--- src/design/slcd_pkg.sv ---
// Shared types, command codes and the glyph table for the segment LCD text encoder.
// Used by design/segment_lcd_text_encoder_core.sv; depends on nothing else.
package slcd_pkg;

    localparam int DIGITS_DEFAULT = 5;
    localparam int MAX_RESULTS    = 6;

    localparam logic [2:0] CMD_CHAR   = 3'd0;
    localparam logic [2:0] CMD_SET    = 3'd1;
    localparam logic [2:0] CMD_CLEAR  = 3'd2;
    localparam logic [2:0] CMD_TOGGLE = 3'd3;
    localparam logic [2:0] CMD_FILL   = 3'd4;

    localparam logic [7:0] COLON_BIT = 8'h10;
    localparam logic [7:0] POINT_BIT = 8'h20;
    localparam logic [7:0] ALL_ON    = 8'hFF;

    localparam logic [7:0] CHAR_SPACE = 8'd32;
    localparam logic [7:0] CHAR_Z     = 8'd90;
    localparam logic [7:0] CHAR_LOW_A = 8'd97;
    localparam logic [7:0] CHAR_LOW_Z = 8'd122;
    localparam logic [7:0] CHAR_MINUS = 8'd45;
    localparam logic [7:0] CHAR_DOT   = 8'd46;
    localparam logic [7:0] CHAR_COLON = 8'd58;

    typedef struct packed {
        logic [7:0] indicator_bits;
        logic [2:0] next_digit;
        logic       minus_pending;
        logic       point_pending;
    } state_t;

    localparam state_t STATE_RESET = '{
        indicator_bits: 8'h00, next_digit: 3'd1, minus_pending: 1'b0, point_pending: 1'b0
    };

    localparam logic [7:0] GLYPH_TABLE [59] = '{
        8'h00, 8'h2C, 8'h48, 8'hCA, 8'h55, 8'h44, 8'hD8, 8'h08,
        8'hD1, 8'h8D, 8'h00, 8'h52, 8'h04, 8'h02, 8'h20, 8'h0C,
        8'hDD, 8'h0C, 8'h9B, 8'h8F, 8'h4E, 8'hC7, 8'hD7, 8'hCC,
        8'hDF, 8'hCF, 8'h00, 8'h40, 8'h11, 8'h03, 8'h05, 8'h9A,
        8'hFF, 8'hDE, 8'h57, 8'h13, 8'h1F, 8'hD3, 8'hD2, 8'hCF,
        8'h56, 8'h10, 8'h1D, 8'hD6, 8'h51, 8'hDC, 8'h16, 8'h17,
        8'hDA, 8'hCE, 8'h12, 8'hC5, 8'h53, 8'h15, 8'h5D, 8'h5F,
        8'h5E, 8'h4F, 8'h99
    };

    // Codes outside space to Z give a blank glyph.
    function automatic logic [7:0] glyph_lookup(input logic [7:0] c);
        logic [7:0] offset;
        offset = c - CHAR_SPACE;
        if (c < CHAR_SPACE || c > CHAR_Z) begin
            return 8'h00;
        end
        return GLYPH_TABLE[offset[5:0]];
    endfunction

endpackage

--- src/design/segment_lcd_text_encoder_core.sv ---
// A result passes through the execute stage and then the output register; further results of
// the same item follow one per cycle while m_ready holds. Throughput: one item per cycle while
// each item gives at most one result and m_ready holds; the execute stage keeps an item until
// the output register has taken all its results (two at most for a character, six for a fill).
// Reset: synchronous, active low; the state word reads as its reset value until first written.
// Top level of the segment LCD text encoder. Depends on design/slcd_pkg.sv.
module segment_lcd_text_encoder_core #(
    parameter int DIGITS = slcd_pkg::DIGITS_DEFAULT
) (
    input  logic       aclk,
    input  logic       aresetn,
    input  logic       s_valid,
    output logic       s_ready,
    input  logic [2:0] s_command,
    input  logic [7:0] s_char_code,
    input  logic       s_first_char,
    input  logic [7:0] s_indicator_mask,
    input  logic       s_fill_on,
    output logic       m_valid,
    input  logic       m_ready,
    output logic [2:0] m_position,
    output logic [7:0] m_segment_byte,
    output logic       m_last
);

    localparam int         FILL_COUNT = (DIGITS + 1 > slcd_pkg::MAX_RESULTS) ?
                                        slcd_pkg::MAX_RESULTS : DIGITS + 1;
    localparam logic [2:0] DIGIT_MAX  = 3'(DIGITS);
    localparam logic [2:0] FILL_N     = 3'(FILL_COUNT);

    // Single-word state memory, read at accept with registered data.
    slcd_pkg::state_t state_mem [1];
    logic             mem_init_reg;
    logic             mem_we;
    slcd_pkg::state_t rd_data_reg;
    logic             rd_init_reg;

    // Execute stage holding the item under work.
    logic       s1_valid_reg;
    logic [2:0] s1_cmd_reg;
    logic [7:0] s1_char_reg;
    logic       s1_first_reg;
    logic [7:0] s1_mask_reg;
    logic       s1_fill_reg;
    logic [2:0] idx_reg;
    logic [2:0] idx_next;

    logic       m_valid_reg;
    logic [2:0] m_position_reg;
    logic [7:0] m_segment_byte_reg;
    logic       m_last_reg;

    slcd_pkg::state_t cur;
    slcd_pkg::state_t nxt;
    logic [2:0]       res_n;
    logic [2:0]       res_pos  [slcd_pkg::MAX_RESULTS];
    logic [7:0]       res_byte [slcd_pkg::MAX_RESULTS];
    logic [7:0]       upc;
    logic [7:0]       glyph;
    logic [2:0]       slot;
    logic [7:0]       fill_byte;
    logic             s_accept;
    logic             out_load;
    logic             final_res;
    logic             s1_done;

    assign cur = rd_init_reg ? rd_data_reg : slcd_pkg::STATE_RESET;

    always_comb begin
        nxt       = cur;
        res_n     = 3'd0;
        slot      = 3'd0;
        glyph     = 8'h00;
        fill_byte = s1_fill_reg ? slcd_pkg::ALL_ON : 8'h00;
        upc       = s1_char_reg;
        if (s1_char_reg >= slcd_pkg::CHAR_LOW_A && s1_char_reg <= slcd_pkg::CHAR_LOW_Z) begin
            upc = s1_char_reg - slcd_pkg::CHAR_SPACE;
        end
        for (int i = 0; i < slcd_pkg::MAX_RESULTS; i++) begin
            res_pos[i]  = 3'd0;
            res_byte[i] = 8'h00;
        end
        case (s1_cmd_reg)
            slcd_pkg::CMD_CHAR: begin
                if (s1_first_reg) begin
                    nxt.next_digit     = 3'd1;
                    nxt.minus_pending  = 1'b0;
                    nxt.point_pending  = 1'b0;
                    nxt.indicator_bits = cur.indicator_bits & ~slcd_pkg::COLON_BIT;
                    res_byte[0]        = nxt.indicator_bits;
                    res_n              = 3'd1;
                    slot               = 3'd1;
                end
                if (s1_first_reg && upc == slcd_pkg::CHAR_MINUS) begin
                    nxt.minus_pending = 1'b1;
                end else if (upc == slcd_pkg::CHAR_DOT) begin
                    nxt.point_pending = 1'b1;
                end else if (upc == slcd_pkg::CHAR_COLON) begin
                    // The colon only counts between the second and third digits.
                    if (nxt.next_digit == 3'd3) begin
                        nxt.indicator_bits = nxt.indicator_bits | slcd_pkg::COLON_BIT;
                        res_pos[slot]      = 3'd0;
                        res_byte[slot]     = nxt.indicator_bits;
                        res_n              = res_n + 3'd1;
                    end
                end else if (nxt.next_digit != 3'd0 && nxt.next_digit <= DIGIT_MAX) begin
                    glyph = slcd_pkg::glyph_lookup(upc);
                    if (nxt.point_pending || (nxt.minus_pending && nxt.next_digit == 3'd1)) begin
                        glyph = glyph | slcd_pkg::POINT_BIT;
                    end
                    res_pos[slot]     = nxt.next_digit;
                    res_byte[slot]    = glyph;
                    res_n             = res_n + 3'd1;
                    nxt.point_pending = 1'b0;
                    if (nxt.next_digit == 3'd1) begin
                        nxt.minus_pending = 1'b0;
                    end
                    nxt.next_digit = (nxt.next_digit >= DIGIT_MAX) ? 3'd0 :
                                     nxt.next_digit + 3'd1;
                end
            end
            slcd_pkg::CMD_SET: begin
                nxt.indicator_bits = cur.indicator_bits | s1_mask_reg;
                res_byte[0]        = nxt.indicator_bits;
                res_n              = 3'd1;
            end
            slcd_pkg::CMD_CLEAR: begin
                nxt.indicator_bits = cur.indicator_bits & ~s1_mask_reg;
                res_byte[0]        = nxt.indicator_bits;
                res_n              = 3'd1;
            end
            slcd_pkg::CMD_TOGGLE: begin
                nxt.indicator_bits = cur.indicator_bits ^ slcd_pkg::COLON_BIT;
                res_byte[0]        = nxt.indicator_bits;
                res_n              = 3'd1;
            end
            slcd_pkg::CMD_FILL: begin
                nxt.indicator_bits = fill_byte;
                res_n              = FILL_N;
                for (int i = 0; i < slcd_pkg::MAX_RESULTS; i++) begin
                    res_pos[i]  = 3'(i);
                    res_byte[i] = fill_byte;
                end
            end
            default: begin
            end
        endcase
    end

    assign out_load  = s1_valid_reg && res_n != 3'd0 && (!m_valid_reg || m_ready);
    assign final_res = idx_reg == res_n - 3'd1;
    assign s1_done   = s1_valid_reg && (res_n == 3'd0 || (out_load && final_res));
    assign s_ready   = !s1_valid_reg || s1_done;
    assign s_accept  = s_valid && s_ready;
    assign mem_we    = s1_done;

    always_comb begin
        idx_next = idx_reg;
        if (s1_done) begin
            idx_next = 3'd0;
        end else if (out_load) begin
            idx_next = idx_reg + 3'd1;
        end
    end

    always_ff @(posedge aclk) begin
        if (mem_we) begin
            state_mem[0] <= nxt;
        end
        // A write in the same cycle is forwarded to the new item.
        if (s_accept) begin
            rd_data_reg <= mem_we ? nxt : state_mem[0];
        end
    end

    always_ff @(posedge aclk) begin
        if (!aresetn) begin
            mem_init_reg <= 1'b0;
            rd_init_reg  <= 1'b0;
            s1_valid_reg <= 1'b0;
            idx_reg      <= 3'd0;
            m_valid_reg  <= 1'b0;
        end else begin
            if (mem_we) begin
                mem_init_reg <= 1'b1;
            end
            if (s_accept) begin
                rd_init_reg <= mem_init_reg || mem_we;
            end
            if (s_accept) begin
                s1_valid_reg <= 1'b1;
            end else if (s1_done) begin
                s1_valid_reg <= 1'b0;
            end
            idx_reg <= idx_next;
            if (out_load) begin
                m_valid_reg <= 1'b1;
            end else if (m_ready) begin
                m_valid_reg <= 1'b0;
            end
        end
    end

    always_ff @(posedge aclk) begin
        if (s_accept) begin
            s1_cmd_reg   <= s_command;
            s1_char_reg  <= s_char_code;
            s1_first_reg <= s_first_char;
            s1_mask_reg  <= s_indicator_mask;
            s1_fill_reg  <= s_fill_on;
        end
        if (out_load) begin
            m_position_reg     <= res_pos[idx_reg];
            m_segment_byte_reg <= res_byte[idx_reg];
            m_last_reg         <= final_res;
        end
    end

    assign m_valid        = m_valid_reg;
    assign m_position     = m_position_reg;
    assign m_segment_byte = m_segment_byte_reg;
    assign m_last         = m_last_reg;

    a_write_needs_item : assert property (@(posedge aclk) disable iff (!aresetn)
        mem_we |-> s1_valid_reg)
        else $error("state written without an item in the execute stage");

    a_idx_in_range : assert property (@(posedge aclk) disable iff (!aresetn)
        s1_valid_reg && res_n != 3'd0 |-> idx_reg < res_n)
        else $error("result index beyond the item's result count");

    a_digit_in_range : assert property (@(posedge aclk) disable iff (!aresetn)
        s1_valid_reg |-> cur.next_digit <= DIGIT_MAX)
        else $error("next digit beyond the display");

    a_position_in_range : assert property (@(posedge aclk) disable iff (!aresetn)
        m_valid_reg |-> m_position_reg <= DIGIT_MAX)
        else $error("result position beyond the display");

endmodule

--- config.mk ---
export PLATFORM = sky130hd
export DESIGN_NAME = segment_lcd_text_encoder_core
export DESIGN_NICKNAME = d
export VERILOG_FILES = /design/src/design/slcd_pkg.sv /design/src/design/segment_lcd_text_encoder_core.sv
export SDC_FILE = /design/constraint.sdc
export NUM_CORES = 1
export LEC_CHECK = 0
export ABC_CLOCK_PERIOD_IN_PS = 6030
export BUFFER_PORTS_ARGS = -buffer_cell sky130_fd_sc_hd__buf_2
export CORE_UTILIZATION = 42
export CTS_BUF_LIST = sky130_fd_sc_hd__clkbuf_8
export DETAILED_ROUTE_END_ITERATION = 10
export MAX_ROUTING_LAYER = met4
export PLACE_DENSITY = 0.58
export SETUP_SLACK_MARGIN = 0.2
export SLEW_MARGIN = 20
export SYNTH_ARGS = -nofsm -noshare
export SYNTH_HDL_FRONTEND = slang
export SYNTH_SLANG_ARGS = --single-unit
--- constraint.sdc ---
create_clock -name aclk -period 6.03 [get_ports aclk]
set_input_delay 0.603 -clock aclk [delete_from_list [all_inputs] [get_ports aclk]]
set_output_delay 0.603 -clock aclk [all_outputs]
set_load 0.05 [all_outputs]
* Yosys cells after proc, flatten, opt, wreduce, memory -nomap -nowiden
Memories as Yosys holds them, arrays and structs flattened. A register that Yosys moved wholly into a read port is not among the register bits.
Index checks and enable logic that the tools add are counted.
Widths: inputs -> output; s select.
** Storage, ports and cells
- Memories kept :: 2
- Latch bits :: 0
- Bits of input ports :: 25
- Register bits after elaboration :: 40
- Logic and storage cells :: 150
- ROM bits :: 512
- Output and inout port bits :: 14
- Memory bits (writable) :: 13
** Memory list
- (no name shown) :: words 64, bits a word 8, read ports 1, clocked after memory_dff 0, wr ports 0, line slcd_pkg.sv:55 : return GLYPH_TABLE[offset[5:0]];
- state_mem :: words 1, bits a word 13, read ports 1, clocked after memory_dff 1, wr ports 1, line segment_lcd_text_encoder_core.sv:32 : slcd_pkg::state_t state_mem [1];
** Operators by class
- Divide/modulo/power cells :: 0
- Reductions and logical operators :: 26
- Add/subtract/negate cells :: 6
- Order comparisons :: 10
- Muxes and demuxes :: 74
- Multipliers :: 0
- Shift-type cells :: 0
- Eq/ne operators :: 10
- Bitwise logic cells :: 9
** Operators by type and width (number)
- $mux 48 :: 5
- $mux 8 :: 17
- $bwmux 48 :: 2
- $pmux 40 s2 :: 1
- $pmux 8 s5 :: 2
- $mux 18 :: 4
- $pmux 18 s2 :: 1
- $mux 3 :: 10
- $mux 13 :: 2
- $mux 5 :: 5
- $bmux 8 s3 :: 1
- $demux 8 s3 :: 1
- $eq 8x6->1 const B :: 3
- $and 18x18->18 :: 1
- $mux 1 :: 17
- $logic_and 1x1->1 :: 10
- $mux 10 :: 1
- $add 3x1->3 const B :: 3
- $bmux 3 s3 :: 1
- $demux 3 s3 :: 1
- $eq 3x2->1 const B :: 3
- $mux 9 :: 1
- $pmux 3 s3 :: 1
- $and 8x8->8 :: 1
- other kinds (28) :: 41

* Logic depth before layout (Yosys ltp)
Gate-level depths: netlist (run 1).
- Depth after elaboration :: 27
- Depth in mapped cells :: 21
- Gate-level depth less buffers :: 19

* Least setup slack after synthesis (run 1)
No wires, ideal clock.
- Kind :: flip-flop to flip-flop
- From :: register s1_first_reg
- To :: register, netlist name rd_data_reg[0]
- Slack :: 0.535 ns
- Required time :: 5.593 ns
- Setup time :: 0.437 ns
- Buffers on the path :: 1
- Stages on the path, launching flop included :: 18
- Clock period less this slack :: 5.495 ns
- Data arrival time :: 5.059 ns
- Cells stage by stage :: edfxtp_1 -> clkbuf_1 -> nor2b_1 -> nand2b_1 -> ha_1 -> and2_1 -> ha_1 -> nand3b_1 -> a211oi_4 -> a311oi_2 -> nor2_1 -> ha_1 -> ha_1 -> nor2b_1 -> nand2_1 -> nor2_1 -> nand2_1 -> a21oi_1
** On the way
- Longest elaborated chain between the ends :: 17
- Elaborated cells between the ends (all ways) :: 27
- Those cells by class :: add/sub (2); order compare (1); eq/ne (2); mux (10); reduce/logical (12)
** RTL lines
- start: declaration :: line segment_lcd_text_encoder_core.sv:42 : logic s1_first_reg;
- start signal: assignment :: line segment_lcd_text_encoder_core.sv:208 : s1_first_reg <= s_first_char;
- $mux 10 :: line segment_lcd_text_encoder_core.sv:85 : if (s1_first_reg) begin
- $mux 13 :: line segment_lcd_text_encoder_core.sv:83 : case (s1_cmd_reg)
- $le 3x3->1 / $reduce_bool 3->1 (equally long branches) :: line segment_lcd_text_encoder_core.sv:106 : end else if (nxt.next_digit != 3'd0 && nxt.next_digit <= DIGIT_MAX) begin
- $logic_and 1x1->1 :: line segment_lcd_text_encoder_core.sv:106
- $mux 3 :: line segment_lcd_text_encoder_core.sv:106
- $mux 3 :: line segment_lcd_text_encoder_core.sv:98 : end else if (upc == slcd_pkg::CHAR_COLON) begin
- $mux 3 :: line segment_lcd_text_encoder_core.sv:96 : end else if (upc == slcd_pkg::CHAR_DOT) begin
- $mux 3 (*) :: line segment_lcd_text_encoder_core.sv:94 : if (s1_first_reg && upc == slcd_pkg::CHAR_MINUS) begin
- $pmux 3 s3 (*) :: line segment_lcd_text_encoder_core.sv:83
- branches (longest 4 deep; another with $sub 3x1->3)
- $logic_or 1x1->1 (*) :: line segment_lcd_text_encoder_core.sv:152 : assign s1_done = s1_valid_reg && (res_n == 3'd0 || (out_load && final_res));
- $logic_and 1x1->1 (*) :: line segment_lcd_text_encoder_core.sv:152
- $logic_or 1x1->1 (*) :: line segment_lcd_text_encoder_core.sv:153 : assign s_ready = !s1_valid_reg || s1_done;
- $logic_and 1x1->1 (*) :: line segment_lcd_text_encoder_core.sv:154 : assign s_accept = s_valid && s_ready;
- net s_accept :: line segment_lcd_text_encoder_core.sv:62 : logic s_accept;
Mark *: on every way through the listed nets, which the timed path passes. The select of a mux whose other input is x is not followed.
A chain may end at the register's enable or synchronous reset.

* Worst setup path after layout (run 1)
- From :: register s1_first_reg
- To :: register, netlist name rd_data_reg[2]
** On the way
- Longest elaborated chain between the ends :: 17
- Elaborated cells between the ends (all ways) :: 27
- Those cells by class :: add/sub (2); order compare (1); eq/ne (2); mux (10); reduce/logical (12)
** RTL lines
- $mux 10 :: line segment_lcd_text_encoder_core.sv:85
- $mux 13 :: line segment_lcd_text_encoder_core.sv:83
- $le 3x3->1 / $reduce_bool 3->1 (equally long branches) :: line segment_lcd_text_encoder_core.sv:106
- $logic_and 1x1->1 :: line segment_lcd_text_encoder_core.sv:106
- $mux 3 :: line segment_lcd_text_encoder_core.sv:106
- $mux 3 :: line segment_lcd_text_encoder_core.sv:98
- $mux 3 :: line segment_lcd_text_encoder_core.sv:96
- $mux 3 (*) :: line segment_lcd_text_encoder_core.sv:94
- $pmux 3 s3 (*) :: line segment_lcd_text_encoder_core.sv:83
- $reduce_bool 3->1 (*) :: line segment_lcd_text_encoder_core.sv:150 : assign out_load = s1_valid_reg && res_n != 3'd0 && (!m_valid_reg || m_ready);
- $logic_and 1x1->1 (*) (2 in series) :: line segment_lcd_text_encoder_core.sv:150
- net out_load :: line segment_lcd_text_encoder_core.sv:63 : logic out_load;
- $logic_and 1x1->1 (*) :: line segment_lcd_text_encoder_core.sv:152
- $logic_or 1x1->1 (*) :: line segment_lcd_text_encoder_core.sv:152
- $logic_and 1x1->1 (*) :: line segment_lcd_text_encoder_core.sv:152
- $logic_or 1x1->1 (*) :: line segment_lcd_text_encoder_core.sv:153
- $logic_and 1x1->1 (*) :: line segment_lcd_text_encoder_core.sv:154
Mark *: on every way through the listed nets, which the timed path passes. The rest lies on a longest branch. The select of a mux whose other input is x is not followed.

==> qor.yml, run 1 <==
status: "finished, final reports clean"
grt_pass1_wl_um: 22200
drc: 0
ys_seq_area_frac: 0.365
portBuffers: 38
dp_cells: 710
cts.clk_slew.worst_paths_ns: 0.08
gp_congestion: 0.937
synthArstFlopShare: 0
finalInstanceArea_sq_um: 5350
rsz0062_at_grt: "no"
cts_resized: 0
clock_latency_ns: 0.36
post_cts_buffers: 0
ys_ff_latch: 66
cts_root_buf: "clkbuf_8"
initial_core_util: 0.430
grt_max_degree: 44
syn_avg_cell_area_sq_um: 8.73
drt.antenna.violating_nets: 0
period_needed_ns: 5.26
yosys_warnings: 0
netlist_area_sq_um: 4890
core_sq_um: 11400
cts_sinks: 66
leakagePower_nw: 1.99
cts_hold_buffers: 0
numCtsBuffers: 9
clk_path_buf_depth: 2
drt_wl_total_um: 14000
hold_viol: 0
fillers: 1108
period_share: 0.872
die_y_um: 110
end_kind: "flip-flop"
synth_edf_count: 46
maxSlewHeadroom: 0.464
final_layout_size_suffix_gt1_frac: 0.158
fmaxAchievable_ghz: 0.190
finalSetupViolCount: 0
crit_type: "reg2reg"
wl_per_cell_um: 19.3
io_pins: 39
required_ns: 6.13
routed_via_density: 6.16
design.die.area_sq_um: 12100
hold-worst-slack_ns: 0.414
tightest_slew_ns: 0.797
hpwl_um: 10300
finalClockSkew_ns: 0.0131
dpl_cell_area_sq_um: 5160
tns_ns: 0
h-tree-depth: 3
mappedNetlistNets: 602
arrival_ns: 5.36
finalNonFillerCells: 726
via_count: 4473
rows: 39
power_w: 0.00130
synth_cell_types: 78
worstPathMaxFanout: 16
tritoncts: "yes"
nets: 620
vdd_ir_drop_max_uv: 145
drtIter0Drc: 429
grt_antenna_before_repair: 0
synth_ff_type: "edfxtp_1"
max_cap_violations: 0
drt_pass1_iterations: 7
hold_path_class: "in2reg"
grt_usage: 0.253
cp-start-kind: "flip-flop"
diodes: 0
area.growth.synth_to_final_pct: 9.45
synthCells: 560
grt_pass1_vias: 4137
fp.dieW_um: 110
powerDensity_nw_per_um2: 244
drv_slew: 0
gr-total-overflow: 0
[cells in the mapped netlist (all sizes together) (6+ instances only)]
| library cell | number | share of area |
|---|---|---|
| a211oi | 12 | 0.021 |
| a21o | 6 | 0.0092 |
| a21oi | 46 | 0.047 |
| a31oi | 15 | 0.022 |
| and2 | 12 | 0.015 |
| buf | 7 | 0.010 |
| clkbuf | 34 | 0.026 |
| dfxtp | 20 | 0.082 |
| edfxtp | 46 | 0.28 |
| ha | 17 | 0.044 |
| inv | 24 | 0.018 |
| mux2 | 13 | 0.033 |
| mux2i | 6 | 0.012 |
| nand2 | 54 | 0.042 |
| nand2b | 18 | 0.023 |
| nand3 | 19 | 0.019 |
| nand3b | 6 | 0.0092 |
| nor2 | 31 | 0.024 |
| nor2b | 11 | 0.014 |
| nor3 | 14 | 0.014 |
| nor4 | 7 | 0.0090 |
| o211ai | 11 | 0.017 |
| o21ai | 39 | 0.040 |
| o31ai | 7 | 0.011 |
[logic make-up (layout without fill, tap and decap cells)]
logic type | Yosys count | after routing | share of synthesized area
adders and majority gates | 17 | 17 | 0.0435
xor gates and xnor gates | 6 | 6 | 0.0108
buffers and inverters | 65 | 88 | 0.0550
muxes | 21 | 21 | 0.0545
AOI/OAI and AO/OA | 183 | 183 | 0.254
DFF | 66 | 66 | 0.365
and+or+nand+nor | 202 | 202 | 0.217
[worst max-delay path: stages (launching register included)]
cell      delay, ns
edfxtp_1       0.36
buf_4          0.20
nor2b_1        0.17
nand2_1        0.13
inv_1          0.13
ha_1           0.27
and2_1         0.21
ha_1           0.25
nand3b_1       0.13
a211oi_4       0.08
a311oi_2       0.37
nor2_1         0.12
ha_1           0.23
ha_1           0.27
nor2b_1        0.34
nand2_1        0.20
inv_1          0.11
nand3_1        0.08
or3_4          0.37
a31oi_4        0.54
mux2_2         0.43
[placed cells by master, fill, tap and decap left out, drive strengths merged, types with 6 or more instances in the layout]
cell type / synthesis / routed
mux2i: 6 / 6
buf: 7 / 48
mux2: 13 / 13
dfxtp: 20 / 20
inv: 24 / 25
clkbuf: 34 / 9
o21ai: 39 / 39
edfxtp: 46 / 46
nand2: 54 / 54
nor2: 31 / 31
nand3: 19 / 19
o211ai: 11 / 11
a21oi: 46 / 46
o31ai: 7 / 7
a21o: 6 / 6
a31oi: 15 / 15
nand2b: 18 / 18
nor3: 14 / 14
nor4: 7 / 7
nor2b: 11 / 11
and2: 12 / 12
a211oi: 12 / 12
ha: 17 / 17
nand3b: 6 / 6
[where the power goes]
group | total, W | internal [W] | switching, W
logic | 0.000343 | 0.000127 | 0.000216
registers | 0.000602 | 0.000560 | 0.0000415
clock network | 0.000359 | 0.000186 | 0.000172
[layer usage]
| layer | vias to the layer above | share of wire | wire length [um] | track usage |
|---|---|---|---|---|
| met2 | 182 | 0.44 | 6210 | 0.377 |
| met4 | 0 | 0.032 | 448 | 0.102 |
| met5 | - | 0 | 0 | - |
| li1 | 2146 | - | - | - |
| met1 | 2108 | 0.45 | 6380 | 0.328 |
| met3 | 37 | 0.071 | 1000 | 0.0611 |
[worst paths after layout]
kind                            from                        to  slack (ns)  cells after the start
min                   s_char_code[0]  s1_char_reg[0]$_DFFE_PP_        0.41                      1
max reg2reg   s1_first_reg$_DFFE_PP_  rd_data_reg[2]$_DFFE_PP_        0.77                     20
max           s1_first_reg$_DFFE_PP_  rd_data_reg[2]$_DFFE_PP_        0.77                     20
min reg2reg  state_mem[0][3]$_DFF_P_   state_mem[0][3]$_DFF_P_        0.47                      1
[metrics by stage]
stage	util	worst slack, ns
final	0.470	0.771
after global routing	0.470	0.432
after CTS	0.470	0.815
after detailed placement	0.454	0.830
after global placement	0.454	0.997
after floorplan	-	0.535
[area by class of cell]
type / count / area [sq um] / share of cell area
Multi-Input combinational cell: 429 / 2850 / 0.532
Clock buffer: 9 / 124 / 0.0232
Clock inverter: 7 / 61.3 / 0.0115
Tap cell: 143 / 179 / 0.0335
Sequential cell: 66 / 1780 / 0.333
Inverter: 24 / 90.1 / 0.0168
Timing Repair Buffer: 48 / 265 / 0.0496
(Power assumes the default switching activity.)
==> run 2: changes to the inputs <==
--- a/config.mk
+++ b/config.mk
@@ -5,7 +5,7 @@
 export SDC_FILE = /design/constraint.sdc
 export NUM_CORES = 1
 export LEC_CHECK = 0
-export ABC_CLOCK_PERIOD_IN_PS = 6030
+export ABC_CLOCK_PERIOD_IN_PS = 5700
 export BUFFER_PORTS_ARGS = -buffer_cell sky130_fd_sc_hd__buf_2
 export CORE_UTILIZATION = 42
 export CTS_BUF_LIST = sky130_fd_sc_hd__clkbuf_8
==> constraint.sdc (replaced) <==
create_clock -name aclk -period 5.7 [get_ports aclk]
set_input_delay 0.57 -clock aclk [delete_from_list [all_inputs] [get_ports aclk]]
set_output_delay 0.57 -clock aclk [all_outputs]
set_load 0.05 [all_outputs]
==> run 2 against run 1 <==
Non-clock buffer count is 2 higher. Die area stayed put. Register-to-register slack got worse by 0.18 ns. First-iteration DRC count down 14%. Worst setup slack lost 0.18 ns. Combinational power increased by 6.1%. Sequential share of layout area about the same. Clock skew up 0.0036 ns. Highest routed layer unchanged.
==> qor.yml, run 2 (synthesis gave the netlist of run 1 again) <==
status: "finished, final reports clean"
crit_type: "reg2reg"
final_cell_mix: "nand2_1 (53), edfxtp_1 (46), a21oi_1 (45)"
cts_resized: 0
powerDensity_nw_per_um2: 253
hold-worst-slack_ns: 0.380
cp_slowest_stage_delay_ns: 0.49
finalInstanceArea_sq_um: 5350
grt_pass1_wl_um: 23000
via_count: 4513
rsz0062_at_grt: "no"
p_sw_w: 0.000460
power_w: 0.00135
fp.dieW_um: 110
die_y_um: 110
cts_sinks: 66
leakagePower_nw: 1.99
p_int_w: 0.000893
cp_slowest_cell: "a31oi_4"
period_needed_ns: 5.11
design.die.area_sq_um: 12100
clock_latency_ns: 0.36
cp-start-kind: "flip-flop"
tightest_slew_ns: 0.824
hold_viol: 0
portBuffers: 38
hold_path_class: "in2reg"
rows: 39
cts_root_buf: "clkbuf_8"
gp_congestion: 0.946
required_ns: 5.80
tns_ns: 0
reg2reg_depth: 19
drt.antenna.violating_nets: 0
timing.critical_path.mode_cell: "ha_1"
arrival_ns: 5.20
routed_via_density: 6.19
fmaxAchievable_ghz: 0.196
worstPathMaxFanout: 11
gr-total-overflow: 0
io_pins: 39
final_layout_size_suffix_gt1_frac: 0.162
clk_path_buf_depth: 2
post_cts_buffers: 0
grt_pass1_vias: 4127
end_kind: "flip-flop"
nets: 622
wl_per_cell_um: 19.8
cts_hold_buffers: 0
area.growth.synth_to_final_pct: 9.52
maxSlewHeadroom: 0.442
drc: 0
whs_path_depth: 1
numCtsBuffers: 9
grt_max_degree: 47
finalClockSkew_ns: 0.0166
tritoncts: "yes"
max_cap_violations: 0
critical_path.cell_chain: "nor2b_1, nand2_1, inv_1, ha_1, and2_1, ha_1, nand3b_1, a211oi_4, a311oi_2, nor2_1, ha_1, ha_1, nor2b_1, nand2_1, inv_1, nand3_1, or3_4, a31oi_4, mux2_2"
finalSetupViolCount: 0
drtIter0Drc: 370
pwr-share-clk: 0.258
drv_slew: 0
core_sq_um: 11400
hpwl_um: 10500
final_common_cell: "nand2_1"
combPwrFrac: 0.269
grt_antenna_before_repair: 1
drt_wl_total_um: 14400
h-tree-depth: 3
initial_core_util: 0.430
vdd_ir_drop_max_uv: 178
drt_pass1_iterations: 5
dpl_cell_area_sq_um: 5180
p_seq_frac: 0.473
period_share: 0.896
grt_usage: 0.262
cts.clk_slew.worst_paths_ns: 0.09
swShare: 0.340
-- run 2: changes by cell type in the layout (fill, tap and decap cells not counted) --
cell / previous run / this run
bufinv_16: 1 / 0
clkinv_4: 1 / 0
diode_2: 0 / 1
clkbuf_8: 9 / 10
buf_4: 10 / 12
clkinvlp_4: 0 / 2
clkinv_1: 1 / 0
-- run 2: final timing paths --
check / slack [ns] / from / end
setup / recovery: 0.59 / s1_first_reg$_DFFE_PP_ / rd_data_reg[4]$_DFFE_PP_
hold / removal: 0.38 / s_char_code[1] / s1_char_reg[1]$_DFFE_PP_
setup reg to reg: 0.59 / s1_first_reg$_DFFE_PP_ / rd_data_reg[4]$_DFFE_PP_
hold reg to reg: 0.47 / state_mem[0][9]$_DFF_P_ / state_mem[0][9]$_DFF_P_
-- run 2: through the flow --
step,cells,worst slack (ns),utilization
3_5_place_dp,712,0.702,0.455
4_1_cts,728,0.682,0.471
2_1_floorplan,560,0.205,-
5_1_grt,729,0.203,0.471
6_report,729,0.595,0.471
3_3_place_gp,712,0.911,0.455
-- run 2: critical path: cells and delay by family (launching register included) --
family	cells	cell delay, ns
flip-flops	1	0.39
adder cells (fa/ha/maj)	4	1.01
multiplexers	1	0.41
AND/OR/NAND/NOR	9	1.81
AO/OA/AOI/OAI	3	0.93
buffers and inverters	2	0.29
-- run 2: routing by layer --
| layer | track usage | vias to the layer above | wire [um] |
|---|---|---|---|
| met5 | - | - | 0 |
| met4 | 0.0895 | 0 | 378 |
| met3 | 0.0433 | 30 | 886 |
| met2 | 0.376 | 180 | 6490 |
| met1 | 0.369 | 2161 | 6650 |
| li1 | - | 2142 | - |
-- run 2: power by group through the flow --
| stage | Sequential, W | Clock, W | Combinational (W) |
|---|---|---|---|
| floorplan | 0.000647 | 0 | 0.000256 |
| global placement | 0.000649 | 0 | 0.000355 |
| detailed placement | 0.000649 | 0 | 0.000357 |
| CTS | 0.000639 | 0.000358 | 0.000359 |
| global route | 0.000646 | 0.000375 | 0.000398 |
| finish | 0.000640 | 0.000350 | 0.000364 |
-- run 2: area by class of cell --
type,instances,area [sq um]
fill,1096,6020
multi-input combinational,429,2850
sequential,66,1780
timing repair buffer,50,280
tap,143,179
clock buffer,10,138
inverter,24,90.1
clock inverter,6,33.8
antenna,1,2.50
